$ cat src/design/bhac_pkg.sv
// Package for the button hold action classifier.
// Holds widths, codes, beep timing constants and the shared types.
// No dependencies.
package bhac_pkg;

    localparam int STAGE_COUNT_DEF = 6;
    localparam int TIMER_BITS_DEF  = 16;

    localparam int STAGE_REGS = 5;
    localparam int THR_W      = 16;
    localparam int STAGE_W    = 3;
    localparam int CODE_W     = 3;
    localparam int CMD_W      = 2;
    localparam int BEEP_W     = 10;
    localparam int LEFT_W     = 3;
    localparam int ADDR_W     = 5;
    localparam int DATA_W     = 32;
    localparam int IDX_W      = ADDR_W - 2;

    localparam logic [CMD_W-1:0] CMD_TICK    = 2'd0;
    localparam logic [CMD_W-1:0] CMD_PRESS   = 2'd1;
    localparam logic [CMD_W-1:0] CMD_RELEASE = 2'd2;
    localparam logic [CMD_W-1:0] CMD_POWERUP = 2'd3;

    localparam logic [CODE_W-1:0] REQ_ADV_MODE      = 3'd0;
    localparam logic [CODE_W-1:0] REQ_ID_MODE       = 3'd1;
    localparam logic [CODE_W-1:0] REQ_RECOVERY      = 3'd2;
    localparam logic [CODE_W-1:0] REQ_DFU           = 3'd3;
    localparam logic [CODE_W-1:0] REQ_FACTORY_RESET = 3'd4;
    localparam logic [CODE_W-1:0] REQ_RINGING_STOP  = 3'd5;

    // highest stage whose release carries a request
    localparam logic [STAGE_W-1:0] LAST_REQ_STAGE = 3'd4;

    localparam logic [BEEP_W-1:0] ON_SHORT = 10'd20;
    localparam logic [BEEP_W-1:0] ON_MID   = 10'd250;
    localparam logic [BEEP_W-1:0] ON_LONG  = 10'd1000;
    localparam logic [BEEP_W-1:0] OFF_TIME = 10'd100;

    typedef enum logic [1:0] {
        KIND_SHORT = 2'd0,
        KIND_MID   = 2'd1,
        KIND_LONG  = 2'd2
    } t_kind;

    typedef logic [STAGE_REGS-1:0][THR_W-1:0] t_thr_set;

    localparam t_thr_set THR_RESET = {16'd10000, 16'd7000, 16'd5000, 16'd3000, 16'd1000};

    typedef struct packed {
        logic              start;
        t_kind             kind;
        logic [LEFT_W-1:0] count;
    } t_beep_cmd;

endpackage

$ cat src/design/bhac_if.sv
// Handshake interfaces for the input items and the result items.
// Depends on bhac_pkg.
interface bhac_in_if;
    import bhac_pkg::*;
    logic             valid;
    logic             ready;
    logic [CMD_W-1:0] cmd;
    logic             ringing_active;
    logic             button_held;

    modport source (output valid, cmd, ringing_active, button_held, input ready);
    modport sink   (input valid, cmd, ringing_active, button_held, output ready);
endinterface

interface bhac_out_if;
    import bhac_pkg::*;
    logic               valid;
    logic               ready;
    logic               speaker_on;
    logic               request_valid;
    logic [CODE_W-1:0]  request_code;
    logic               holding;
    logic [STAGE_W-1:0] hold_stage;

    modport source (output valid, speaker_on, request_valid, request_code, holding,
                    hold_stage, input ready);
    modport sink   (input valid, speaker_on, request_valid, request_code, holding,
                    hold_stage, output ready);
endinterface

$ cat src/design/bhac_apb.sv
// Threshold register file behind the APB-style configuration port.
// Depends on bhac_pkg.
module bhac_apb (
    input  logic                         i_clk,
    input  logic                         i_rst_n,
    input  logic                         psel,
    input  logic                         penable,
    input  logic                         pwrite,
    input  logic [bhac_pkg::ADDR_W-1:0]  paddr,
    input  logic [bhac_pkg::DATA_W-1:0]  pwdata,
    output logic [bhac_pkg::DATA_W-1:0]  prdata,
    output logic                         pready,
    output bhac_pkg::t_thr_set           o_thr
);
    import bhac_pkg::*;

    t_thr_set         r_thr;
    t_thr_set         n_thr;
    logic             wr_en;
    logic [IDX_W-1:0] reg_idx;

    assign wr_en   = psel & penable & pwrite;
    assign reg_idx = paddr[ADDR_W-1:2];
    assign pready  = 1'b1;
    assign o_thr   = r_thr;

    always_comb begin
        n_thr = r_thr;
        for (int i = 0; i < STAGE_REGS; i++) begin
            if (wr_en && reg_idx == IDX_W'(i)) begin
                n_thr[i] = pwdata[THR_W-1:0];
            end
        end
    end

    always_comb begin
        prdata = '0;
        for (int i = 0; i < STAGE_REGS; i++) begin
            if (reg_idx == IDX_W'(i)) begin
                prdata = DATA_W'(r_thr[i]);
            end
        end
    end

    always_ff @(posedge i_clk) begin
        if (!i_rst_n) begin
            r_thr <= THR_RESET;
        end else begin
            r_thr <= n_thr;
        end
    end

endmodule

$ cat src/design/bhac_hold.sv
// Hold timer, stage tracking and request decode for one item.
// Depends on bhac_pkg; drives the beep sequencer through t_beep_cmd.
module bhac_hold #(
    parameter int STAGE_COUNT = bhac_pkg::STAGE_COUNT_DEF,
    parameter int TIMER_BITS  = bhac_pkg::TIMER_BITS_DEF
) (
    input  logic                          i_clk,
    input  logic                          i_rst_n,
    input  logic                          i_step,
    input  logic [bhac_pkg::CMD_W-1:0]    i_cmd,
    input  logic                          i_ringing,
    input  logic                          i_held,
    input  bhac_pkg::t_thr_set            i_thr,
    output bhac_pkg::t_beep_cmd           o_beep,
    output logic                          o_req_valid,
    output logic [bhac_pkg::CODE_W-1:0]   o_req_code,
    output logic                          o_holding,
    output logic [bhac_pkg::STAGE_W-1:0]  o_stage
);
    import bhac_pkg::*;

    localparam int CMP_W = (TIMER_BITS > THR_W) ? TIMER_BITS : THR_W;
    localparam logic [STAGE_W-1:0] LAST_STAGE = STAGE_W'(STAGE_COUNT - 1);

    logic                  r_active;
    logic                  n_active;
    logic [STAGE_W-1:0]    r_stage;
    logic [STAGE_W-1:0]    n_stage;
    logic [TIMER_BITS-1:0] r_timer;
    logic [TIMER_BITS-1:0] n_timer;
    logic [TIMER_BITS-1:0] timer_inc;
    logic [STAGE_W-1:0]    next_stage;
    logic                  thr_found;
    logic [THR_W-1:0]      thr_sel;

    assign timer_inc  = (r_timer != '1) ? r_timer + 1'b1 : r_timer;
    assign next_stage = r_stage + 1'b1;

    always_comb begin
        thr_found = 1'b0;
        thr_sel   = '0;
        for (int i = 0; i < STAGE_REGS; i++) begin
            if (next_stage == STAGE_W'(i + 1)) begin
                thr_found = 1'b1;
                thr_sel   = i_thr[i];
            end
        end
    end

    always_comb begin
        n_active    = r_active;
        n_stage     = r_stage;
        n_timer     = r_timer;
        o_beep      = '{start: 1'b0, kind: KIND_SHORT, count: '0};
        o_req_valid = 1'b0;
        o_req_code  = REQ_ADV_MODE;
        case (i_cmd)
            CMD_TICK: begin
                if (r_active) begin
                    n_timer = timer_inc;
                    if (r_stage < LAST_STAGE && thr_found
                        && CMP_W'(timer_inc) >= CMP_W'(thr_sel)) begin
                        n_stage      = next_stage;
                        o_beep.start = 1'b1;
                        if (next_stage == LAST_STAGE) begin
                            o_beep.kind  = KIND_MID;
                            o_beep.count = LEFT_W'(1);
                        end else begin
                            o_beep.kind  = KIND_SHORT;
                            o_beep.count = LEFT_W'(next_stage);
                        end
                    end
                end
            end
            CMD_PRESS: begin
                n_active = 1'b1;
                n_stage  = '0;
                n_timer  = '0;
                if (i_ringing) begin
                    o_req_valid = 1'b1;
                    o_req_code  = REQ_RINGING_STOP;
                end
            end
            CMD_RELEASE: begin
                if (r_active && r_stage != '0 && r_stage <= LAST_REQ_STAGE
                    && r_stage < LAST_STAGE) begin
                    o_req_valid = 1'b1;
                    o_req_code  = CODE_W'(r_stage - 1'b1);
                end
                n_active = 1'b0;
                n_stage  = '0;
                n_timer  = '0;
            end
            CMD_POWERUP: begin
                if (i_held) begin
                    o_beep      = '{start: 1'b1, kind: KIND_LONG, count: LEFT_W'(1)};
                    o_req_valid = 1'b1;
                    o_req_code  = REQ_FACTORY_RESET;
                end
            end
            default: begin
                n_active = r_active;
            end
        endcase
    end

    assign o_holding = n_active;
    assign o_stage   = n_active ? n_stage : '0;

    always_ff @(posedge i_clk) begin
        if (!i_rst_n) begin
            r_active <= 1'b0;
            r_stage  <= '0;
            r_timer  <= '0;
        end else if (i_step) begin
            r_active <= n_active;
            r_stage  <= n_stage;
            r_timer  <= n_timer;
        end
    end

endmodule

$ cat src/design/bhac_beep.sv
// Beep pattern sequencer: on/off phase timing and beep count.
// Depends on bhac_pkg; started by bhac_hold.
module bhac_beep (
    input  logic                 i_clk,
    input  logic                 i_rst_n,
    input  logic                 i_step,
    input  logic                 i_tick,
    input  bhac_pkg::t_beep_cmd  i_start,
    output logic                 o_speaker
);
    import bhac_pkg::*;

    logic [LEFT_W-1:0] r_left;
    logic [LEFT_W-1:0] n_left;
    logic              r_on;
    logic              n_on;
    logic [BEEP_W-1:0] r_ptimer;
    logic [BEEP_W-1:0] n_ptimer;
    t_kind             r_kind;
    t_kind             n_kind;
    logic [BEEP_W-1:0] ptimer_inc;
    logic [BEEP_W-1:0] on_limit;

    assign ptimer_inc = r_ptimer + 1'b1;

    always_comb begin
        case (r_kind)
            KIND_MID:  on_limit = ON_MID;
            KIND_LONG: on_limit = ON_LONG;
            default:   on_limit = ON_SHORT;
        endcase
    end

    always_comb begin
        n_left   = r_left;
        n_on     = r_on;
        n_ptimer = r_ptimer;
        n_kind   = r_kind;
        if (i_tick) begin
            if (r_left == '0) begin
                n_on     = 1'b0;
                n_ptimer = '0;
            end else begin
                n_ptimer = ptimer_inc;
                if (r_on) begin
                    if (ptimer_inc >= on_limit) begin
                        n_on     = 1'b0;
                        n_ptimer = '0;
                    end
                end else if (ptimer_inc >= OFF_TIME) begin
                    n_left   = r_left - 1'b1;
                    n_ptimer = '0;
                    n_on     = (r_left != LEFT_W'(1));
                end
            end
        end
        // a new pattern replaces whatever is playing
        if (i_start.start) begin
            n_kind   = i_start.kind;
            n_left   = i_start.count;
            n_ptimer = '0;
            n_on     = (i_start.count != '0);
        end
    end

    assign o_speaker = n_on;

    always_ff @(posedge i_clk) begin
        if (!i_rst_n) begin
            r_left   <= '0;
            r_on     <= 1'b0;
            r_ptimer <= '0;
            r_kind   <= KIND_SHORT;
        end else if (i_step) begin
            r_left   <= n_left;
            r_on     <= n_on;
            r_ptimer <= n_ptimer;
            r_kind   <= n_kind;
        end
    end

endmodule

$ cat src/design/button_hold_action_classifier.sv
// Top level of the button hold action classifier: input register, hold and
// beep logic, result register. Depends on bhac_pkg, bhac_if, bhac_apb,
// bhac_hold and bhac_beep.
//
//   port     dir  handshake             payload
//   i_in     in   valid/ready           cmd, ringing_active, button_held
//   o_res    out  valid/ready           speaker_on, request_valid, request_code,
//                                       holding, hold_stage
//   apb      in   psel/penable/pready   paddr, pwdata, prdata (stageN_ms at 4*N-4)
//
// One item per cycle sustained while o_res is not stalled; a result passes
// through the input register and then the result register before it is
// shown on o_res.
// Every item gives exactly one result transfer.
// Reset is synchronous, active low; thresholds return to their defaults.
// A stalled o_res holds its result while the input register still takes
// one more transfer; i_in.ready drops only when both registers are full.
module button_hold_action_classifier #(
    parameter int STAGE_COUNT = bhac_pkg::STAGE_COUNT_DEF,
    parameter int TIMER_BITS  = bhac_pkg::TIMER_BITS_DEF
) (
    input  logic                         i_clk,
    input  logic                         i_rst_n,
    bhac_in_if.sink                      i_in,
    bhac_out_if.source                   o_res,
    input  logic                         psel,
    input  logic                         penable,
    input  logic                         pwrite,
    input  logic [bhac_pkg::ADDR_W-1:0]  paddr,
    input  logic [bhac_pkg::DATA_W-1:0]  pwdata,
    output logic [bhac_pkg::DATA_W-1:0]  prdata,
    output logic                         pready
);
    import bhac_pkg::*;

    logic               r_in_vld;
    logic [CMD_W-1:0]   r_cmd;
    logic               r_ring;
    logic               r_held;
    logic               r_out_vld;
    logic               r_speaker;
    logic               r_req_valid;
    logic [CODE_W-1:0]  r_req_code;
    logic               r_holding;
    logic [STAGE_W-1:0] r_stage;

    logic               advance;
    t_thr_set           thr;
    t_beep_cmd          beep_cmd;
    logic               speaker;
    logic               req_valid;
    logic [CODE_W-1:0]  req_code;
    logic               holding;
    logic [STAGE_W-1:0] stage;

    assign advance    = r_in_vld & (~r_out_vld | o_res.ready);
    assign i_in.ready = ~r_in_vld | advance;

    bhac_apb u_apb (
        .i_clk   (i_clk),
        .i_rst_n (i_rst_n),
        .psel    (psel),
        .penable (penable),
        .pwrite  (pwrite),
        .paddr   (paddr),
        .pwdata  (pwdata),
        .prdata  (prdata),
        .pready  (pready),
        .o_thr   (thr)
    );

    bhac_hold #(
        .STAGE_COUNT (STAGE_COUNT),
        .TIMER_BITS  (TIMER_BITS)
    ) u_hold (
        .i_clk       (i_clk),
        .i_rst_n     (i_rst_n),
        .i_step      (advance),
        .i_cmd       (r_cmd),
        .i_ringing   (r_ring),
        .i_held      (r_held),
        .i_thr       (thr),
        .o_beep      (beep_cmd),
        .o_req_valid (req_valid),
        .o_req_code  (req_code),
        .o_holding   (holding),
        .o_stage     (stage)
    );

    bhac_beep u_beep (
        .i_clk     (i_clk),
        .i_rst_n   (i_rst_n),
        .i_step    (advance),
        .i_tick    (r_cmd == CMD_TICK),
        .i_start   (beep_cmd),
        .o_speaker (speaker)
    );

    always_ff @(posedge i_clk) begin
        if (!i_rst_n) begin
            r_in_vld <= 1'b0;
        end else if (i_in.ready) begin
            r_in_vld <= i_in.valid;
        end
    end

    always_ff @(posedge i_clk) begin
        if (i_in.ready && i_in.valid) begin
            r_cmd  <= i_in.cmd;
            r_ring <= i_in.ringing_active;
            r_held <= i_in.button_held;
        end
    end

    always_ff @(posedge i_clk) begin
        if (!i_rst_n) begin
            r_out_vld <= 1'b0;
        end else if (advance) begin
            r_out_vld <= 1'b1;
        end else if (o_res.ready) begin
            r_out_vld <= 1'b0;
        end
    end

    always_ff @(posedge i_clk) begin
        if (advance) begin
            r_speaker   <= speaker;
            r_req_valid <= req_valid;
            r_req_code  <= req_code;
            r_holding   <= holding;
            r_stage     <= stage;
        end
    end

    assign o_res.valid         = r_out_vld;
    assign o_res.speaker_on    = r_speaker;
    assign o_res.request_valid = r_req_valid;
    assign o_res.request_code  = r_req_code;
    assign o_res.holding       = r_holding;
    assign o_res.hold_stage    = r_stage;

endmodule

$ cat src/flat_wrapper.sv
// flat-port wrapper written by rule: the top's interface ports become plain ports
module button_hold_action_classifier_flat import bhac_pkg::*;
#(
    parameter int STAGE_COUNT = bhac_pkg::STAGE_COUNT_DEF,
    parameter int TIMER_BITS  = bhac_pkg::TIMER_BITS_DEF
)
  (i_clk, i_rst_n, psel, penable, pwrite, paddr, pwdata, prdata, pready, i_in_valid, i_in_cmd, i_in_ringing_active, i_in_button_held, i_in_ready, o_res_valid, o_res_speaker_on, o_res_request_valid, o_res_request_code, o_res_holding, o_res_hold_stage, o_res_ready);
  bhac_in_if i_in_i ();
  bhac_out_if o_res_i ();
  input  logic i_clk;
  input  logic i_rst_n;
  input  logic psel;
  input  logic penable;
  input  logic pwrite;
  input  logic [bhac_pkg::ADDR_W-1:0] paddr;
  input  logic [bhac_pkg::DATA_W-1:0] pwdata;
  output logic [bhac_pkg::DATA_W-1:0] prdata;
  output logic pready;
  input wire logic [$bits(i_in_i.valid)-1:0] i_in_valid;
  input wire logic [$bits(i_in_i.cmd)-1:0] i_in_cmd;
  input wire logic [$bits(i_in_i.ringing_active)-1:0] i_in_ringing_active;
  input wire logic [$bits(i_in_i.button_held)-1:0] i_in_button_held;
  output wire logic [$bits(i_in_i.ready)-1:0] i_in_ready;
  output wire logic [$bits(o_res_i.valid)-1:0] o_res_valid;
  output wire logic [$bits(o_res_i.speaker_on)-1:0] o_res_speaker_on;
  output wire logic [$bits(o_res_i.request_valid)-1:0] o_res_request_valid;
  output wire logic [$bits(o_res_i.request_code)-1:0] o_res_request_code;
  output wire logic [$bits(o_res_i.holding)-1:0] o_res_holding;
  output wire logic [$bits(o_res_i.hold_stage)-1:0] o_res_hold_stage;
  input wire logic [$bits(o_res_i.ready)-1:0] o_res_ready;
  assign i_in_i.valid = i_in_valid;
  assign i_in_i.cmd = i_in_cmd;
  assign i_in_i.ringing_active = i_in_ringing_active;
  assign i_in_i.button_held = i_in_button_held;
  assign i_in_ready = i_in_i.ready;
  assign o_res_valid = o_res_i.valid;
  assign o_res_speaker_on = o_res_i.speaker_on;
  assign o_res_request_valid = o_res_i.request_valid;
  assign o_res_request_code = o_res_i.request_code;
  assign o_res_holding = o_res_i.holding;
  assign o_res_hold_stage = o_res_i.hold_stage;
  assign o_res_i.ready = o_res_ready;
  button_hold_action_classifier #(.STAGE_COUNT(STAGE_COUNT), .TIMER_BITS(TIMER_BITS)) u_core (.i_clk(i_clk), .i_rst_n(i_rst_n), .i_in(i_in_i), .o_res(o_res_i), .psel(psel), .penable(penable), .pwrite(pwrite), .paddr(paddr), .pwdata(pwdata), .prdata(prdata), .pready(pready));
endmodule
$ cat config.mk
export PLATFORM = sky130hd
export DESIGN_NAME = button_hold_action_classifier_flat
export DESIGN_NICKNAME = d
export VERILOG_FILES = /design/src/design/bhac_pkg.sv /design/src/design/bhac_if.sv /design/src/design/bhac_apb.sv /design/src/design/bhac_hold.sv /design/src/design/bhac_beep.sv /design/src/design/button_hold_action_classifier.sv /design/src/flat_wrapper.sv
export SDC_FILE = /design/constraint.sdc
export NUM_CORES = 1
export LEC_CHECK = 0
export ABC_AREA = 0
export BUFFER_PORTS_ARGS = -buffer_cell sky130_fd_sc_hd__buf_2
export CAP_MARGIN = 10
export CORE_ASPECT_RATIO = 1.75
export CORE_MARGIN = 2
export CORE_UTILIZATION = 55
export CTS_BUF_LIST = sky130_fd_sc_hd__clkbuf_16
export CTS_CLUSTER_DIAMETER = 40
export CTS_CLUSTER_SIZE = 24
export DETAILED_ROUTE_END_ITERATION = 16
export PLACE_DENSITY = 0.86
export SYNTH_ARGS = -nofsm -noshare
export SYNTH_HDL_FRONTEND = slang
export SYNTH_SLANG_ARGS = --single-unit
$ cat constraint.sdc
create_clock -name i_clk -period 5 [get_ports i_clk]
set_input_delay 1 -clock i_clk [delete_from_list [all_inputs] [get_ports i_clk]]
set_output_delay 1 -clock i_clk [all_outputs]
set_load 0.05 [all_outputs]
**Word level (Yosys, flattened, before mapping)**

Index checks and enable logic that the tools add are counted.

- Register bits: 131
- Input port bits: 48
- Output and inout bits: 44
- Word-level logic and storage cells: 138

- Order comparisons: 5
- Eq/ne operators: 19
- Bitwise logic cells: 7
- Add/sub/neg operators: 5
- Reductions and logical operators: 25
- Multiplexer cells: 55

Operators with widths:

| operator | number |
|---|---|
| $mux 16 | 8 |
| $mux 32 | 4 |
| $mux 10 | 6 |
| $pmux 16 s2 | 1 |
| $mux 3 | 10 |
| $pmux 10 s2 | 1 |
| $mux 6 | 3 |
| $add 16x1->16 const B | 1 |
| $ge 16x16->1 | 1 |
| $mux 1 | 16 |
| $ne 16x16->1 const B | 1 |
| $eq 3x2->1 const B | 4 |
| $pmux 6 s2 | 1 |
| $logic_and 1x1->1 | 11 |
| $add 10x1->10 const B | 1 |
| $ge 10x10->1 | 1 |
| $ge 10x7->1 const B | 1 |
| $eq 3x3->1 const B | 3 |
| $pmux 3 s3 | 1 |
| $reduce_bool 2->1 | 4 |
| $eq 2x2->1 const B | 3 |
| $eq 3x1->1 const B | 2 |
| $logic_not 3->1 | 2 |
| $ne 2x1->1 const B | 3 |
| 19 further kinds | 27 |

**Longest topological paths before layout**

- Depth in word-level cells: 14
- Mapped depth: 17
- Depth with buffers taken out: 15

**Cells and area by module**

Synthesis repeated with hierarchy kept, for this count alone.

- Cell total of the unflattened synthesis: 995
- Area, all modules: 8376.8 µm²

Modules (own cells, without submodules):

| module | area each (µm²) | sequential area each (µm²) | cells each | instances |
|---|---|---|---|---|
| bhac_apb | 3891.2 | 1601.5 | 431 | 1 |
| bhac_hold | 2583.7 | 400.4 | 355 | 1 |
| bhac_beep | 1403.8 | 320.3 | 186 | 1 |
| button_hold_action_classifier | 498.0 | 430.4 | 23 | 1 |

**Worst setup path before layout**

OpenSTA, ideal clock, no wires.

- Path type: reg2reg
- From: reg u_core.u_hold.r_stage[0]
- To: reg u_core.u_beep.r_left[0]
- Path slack: 0.802 ns
- Setup time: 0.120 ns
- Arrival time: 4.079 ns
- Path buffers: 1
- Stages on the path, launching flop included: 16
- Data required time: 4.880 ns
- Clock period less this slack: 4.198 ns
- Path through: dfxtp_1 > ha_1 > xor2_1 > nor3b_1 > clkbuf_1 > a22oi_1 > o211ai_1 > o21ai_0 > ha_1 > nand4_1 > nor4_1 > a311oi_1 > a2111oi_4 > o21ai_2 > and3_1 > o31a_1

- Word-level cells in the longest chain between the ends: 14
- Elaborated cells on any way between the ends: 30
- Those cells by class: add/sub: 1; order compare: 2; eq/ne: 7; mux: 15; reduce/logical: 5

Ends and longest elaborated chain:

| element | RTL line | RTL |
|---|---|---|
| start: declaration | bhac_hold.sv:27 | `logic [STAGE_W-1:0] r_stage;` |
| start signal: assignment | bhac_hold.sv:117 | `r_stage <= n_stage;` |
| $add 3x1->3 | bhac_hold.sv:37 | `assign next_stage = r_stage + 1'b1;` |
| $eq 3x1->1 | bhac_hold.sv:43 | `if (next_stage == STAGE_W'(i + 1)) begin` |
| $mux 16 / $mux 1 (equally long branches) (5 in series) | bhac_hold.sv:43 |  |
| $ge 16x16->1 / $logic_and 1x1->1 (equally long branches) | bhac_hold.sv:62, bhac_hold.sv:61 |  |
| $logic_and 1x1->1 | bhac_hold.sv:62 | `&& CMP_W'(timer_inc) >= CMP_W'(thr_sel)) begin` |
| $mux 6 * | bhac_hold.sv:61 | `if (r_stage < LAST_STAGE && thr_found` |
| $mux 6 * | bhac_hold.sv:59 | `if (r_active) begin` |
| $pmux 6 s2 * | bhac_hold.sv:57 | `case (i_cmd)` |
| $ne 2x1->1 (no line) / $reduce_bool 2->1 (equally long branches) | -- |  |
| $reduce_and 5->1 (no line) | -- |  |
| end signal: assignment | bhac_beep.sv:75 | `r_left <= n_left;` |
| end: declaration | bhac_beep.sv:13 | `logic [LEFT_W-1:0] r_left;` |

Mark *: on every way between the ends. The rest lies on a longest branch, timed or not.
A chain may end at the register's enable or synchronous reset.

**Worst setup path in the final report**

- From: reg u_core.u_hold.r_stage[0]
- To: reg u_core.u_beep.r_left[1]

Same word-level chain as after synthesis.

==> impl_metrics.toml <==
[critical_path]
worstSetupPathType = "reg -> reg"
cp_cell_sequence = "ha_1 -> xor2_1 -> and2_2 -> buf_4 -> a22oi_1 -> o211ai_1 -> o21ai_0 -> ha_1 -> nand2_1 -> nor4_1 -> a311oi_1 -> buf_4 -> a2111oi_4 -> buf_4 -> nor3_1 -> a221oi_1 -> a311oi_1"
critPathMaxFanout = 11
required_ns = 5.25
path_depth = 17
arrival_ns = 4.87
worstSetupStartpointType = "flop"
worst_path_largest_cell_delay_ns = 0.57
cpMostUsedCell = "buf_4"
rr_worst_depth = 17
crit_buf_inv = 3
setup.worst_path.end_class = "flop"
path_delay_family = "compound AO/OA/AOI/OAI gates"
crit_slowest_cell = "a2111oi_4"

[global_route]
grt_pass1_wl_mm = 35.8
grt_use_met3_pct = 6.14
track_usage_pct = 29.7
grt_overflow = 0
grt_max_degree = 53
use_met2_pct = 52.4
grtUsageMet1_pct = 31.2
grt_pass1_vias = 7560
top_usage_layer = "met2"
grt_antenna_before_repair = 0

[detailed_routing]
routed_wl_mm = 21.7
post-route-drc-count = 0
wl_per_cell_um = 18.0
via_per_inst = 6.31
drtIter0Drc = 634
dr.pass1.iters = 5
vias = 7611
drtAntennaViolNets = 0

[sta]
hold_viol_final = 0
fin_tns_setup_ns = 0
relSlewSlack_pct = 32.6
layout_min_cycle_time_ns = 4.62
rsz0062_at_grt = "no"
max_slew.worst_pin.slew_ns = 1.01
setup_violations = 0
fin_crit_sh_pct = 92.4
slew_viol_final = 0
fmax_mhz = 216
skew_ns = 0.0102
fin_hold_ws_ns = 0.469

[die]
die_h_um = 161
placementRows = 57
die_area_sq_mm = 0.0150
ioPinCount = 92
start_util_pct = 56.0
die_w_um = 93.5
coreArea_sq_mm = 0.0138

[synthesis]
synth_edf_count = 13
synthArstFlopShare_pct = 0
syn_avg_cell_area_sq_um = 7.81
ys_types = 60
syn_inst = 988
ys_dominant_reg_cell = "dfxtp_1"
syn_area_sq_mm = 0.00771
ys_warn_count = 0
ys_seq_area_share_pct = 35.7
synth-seq-cells = 131

[layout]
regArea_sq_mm = 0.00275
num_antenna_cells = 0
final.fill_count = 1199
drive_gt1_share_pct = 12.1
area_delta_synth_final_pct = 11.9
nets = 1111
multi_input_area_sq_mm = 0.00455

[worst_hold_path]
min_path_cells = 2
min_path_type = "reg -> reg"

[clock_network]
clk_latency_ns = 0.42
postCtsSetupBuffers = 0
cts_tree = "built"
root_buffer = "clkbuf_16"
cts_buffers = 17
clock-sinks = 131
htreeDepth = 4
clkTransAtPathRegs_ns = 0.06
clock_path_buffers = 2
holdBufCountCts = 0

[place]
globalplace.congestion = 0.921
io_buffers = 56
dpl.hpwl_mm = 14.6

[power]
cellPowerDensity_mw_per_mm2 = 295
p_leak_nw = 3.37
ir_drop_v = 0.000259

[outcome]
status = "finished, final reports clean"

[run]
drv_cap = 0
synthesized netlist by cell type (all sizes together) (3+ instances only):
cell type    n  area share (%)
o22ai       13             1.1
nor2b        6            0.49
dfxtp      118              31
a31oi        9            0.73
nand2      207              10
nor4         8            0.65
nor3b        4            0.39
xnor2       14             1.6
o21ai       41             2.7
o211ai      18             1.8
nand4       11            0.89
a21boi       3            0.29
edfxtp      13             5.1
clkbuf      56             2.7
nand2b       9            0.73
xor2         6            0.68
mux4         4             1.2
a22oi       54             5.3
or4          3            0.29
mux2i       14             1.8
or3          5            0.41
nor2        50             2.4
ha          46             7.5
a2111oi      3            0.83
and3         8            0.65
nor3        10            0.65
nand3b       5            0.49
and2        10            0.81
nand3       55             3.6
o31ai        4            0.39
inv         28             1.4
a21oi       95             6.2
buf         26             2.2
logic make-up (layout without fill, tap and decap cells):
family	Yosys count	in the layout	synth area share [%]
AOI/OAI and AO/OA	264	264	22.0
xor gates and xnor gates	20	20	2.27
adders and majority gates	46	46	7.46
buffers and inverters	110	136	6.29
DFF	131	131	35.7
muxes	20	20	3.28
other	2	17	0.0974
and+or+nand+nor	395	395	22.9
routing by layer:
layer	up-vias	part of all wire [%]
met5	-	0
met4	0	5.8
met3	125	6.8
met2	381	52
met1	3554	35
li1	3551	-
worst paths after layout:
path | start | slack, ns | to
worst max-delay path | u_core.u_hold.r_stage[0]$_SDFFE_PN0P_ | 0.38 | u_core.u_beep.r_left[1]$_SDFFE_PN0P_
worst min-delay path | u_core.u_apb.o_thr[13]$_SDFFE_PN0P_ | 0.47 | u_core.u_apb.o_thr[13]$_SDFFE_PN0P_
worst max register to register | u_core.u_hold.r_stage[0]$_SDFFE_PN0P_ | 0.38 | u_core.u_beep.r_left[1]$_SDFFE_PN0P_
worst min register to register | u_core.u_apb.o_thr[13]$_SDFFE_PN0P_ | 0.47 | u_core.u_apb.o_thr[13]$_SDFFE_PN0P_
layout by cell type, fill, tap and decap left out, types with 17 or more instances in the layout:
cell and instances:
ha_1 46, buf_2 56, nand3_1 55, o21ai_0 40, clkbuf_16 18, a21oi_1 95
dfxtp_1 118, a22oi_1 54, nand2_1 207, inv_1 28, nor2_1 50, conb_1 17
buf_4 20, o211ai_1 18
registers in the layout, indices dropped and copies added, names as in the netlist:
signal	cells
u_core.r_in_vld	1
u_core.u_beep.r_kind	2
u_core.o_res.request_code	3
u_core.u_beep.r_left	3
u_core.o_res.valid	1
u_core.u_apb.o_thr	80
u_core.u_hold.r_timer	16
u_core.u_hold.r_stage	3
u_core.u_beep.r_ptimer	10
u_core.o_res.hold_stage	3
u_core.o_res.holding	1
u_core.o_res.request_valid	1
u_core.o_res.speaker_on	1
u_core.u_hold.r_active	1
u_core.r_ring	1
u_core.r_cmd	2
u_core.r_held	1
u_core.u_beep.r_on	1
stage by stage:
| step | cells | instance area (sq um) | setup slack (ns) | util [%] | power [mW] |
|---|---|---|---|---|---|
| finish | 1206 | 8630 | 0.380 | 62.7 | 2.55 |
| global route | 1206 | 8630 | 0.102 | 62.7 | 2.61 |
| CTS | 1205 | 8620 | 0.233 | 62.6 | 2.54 |
| detailed placement | 1174 | 8060 | 0.352 | 58.6 | 1.37 |
| global placement | 1174 | 8060 | 0.409 | 58.6 | 1.37 |
| floorplan | 1003 | 7770 | 0.802 | - | 1.31 |
area by class of cell:
class,count,share of cell area (%)
flip-flops and latches,131,31.9
clock inverters,13,1.26
multi-input cells,762,52.7
well taps,177,2.57
inverters,28,1.22
clock buffers,18,5.22
repair buffers,77,5.12
power by group:
part / internal (mW) / switching (mW) / total (mW)
logic: 0.0682 / 0.200 / 0.268
clock network: 0.707 / 0.485 / 1.19
registers: 1.08 / 0.0112 / 1.09
total: 1.85 / 0.696 / 2.55
what timing repair did:
action | 4_1_cts | 5_1_grt
endpoints found under the setup margin | 0 | 4
hold endpoints to repair | 0 | 0
resized for setup | 0 | 1
worst reg2reg max path, delay by kind of cell, from the launching register on:
kind	cells	cell delay (ns)
xor gates and xnor gates	1	0.33
adders and majority gates	2	0.65
AOI/OAI and AO/OA	7	1.52
and+or+nand+nor	4	0.79
DFF	1	0.53
buffers and inverters	3	0.64
No activity file was read; power rests on OpenSTA's default activity.
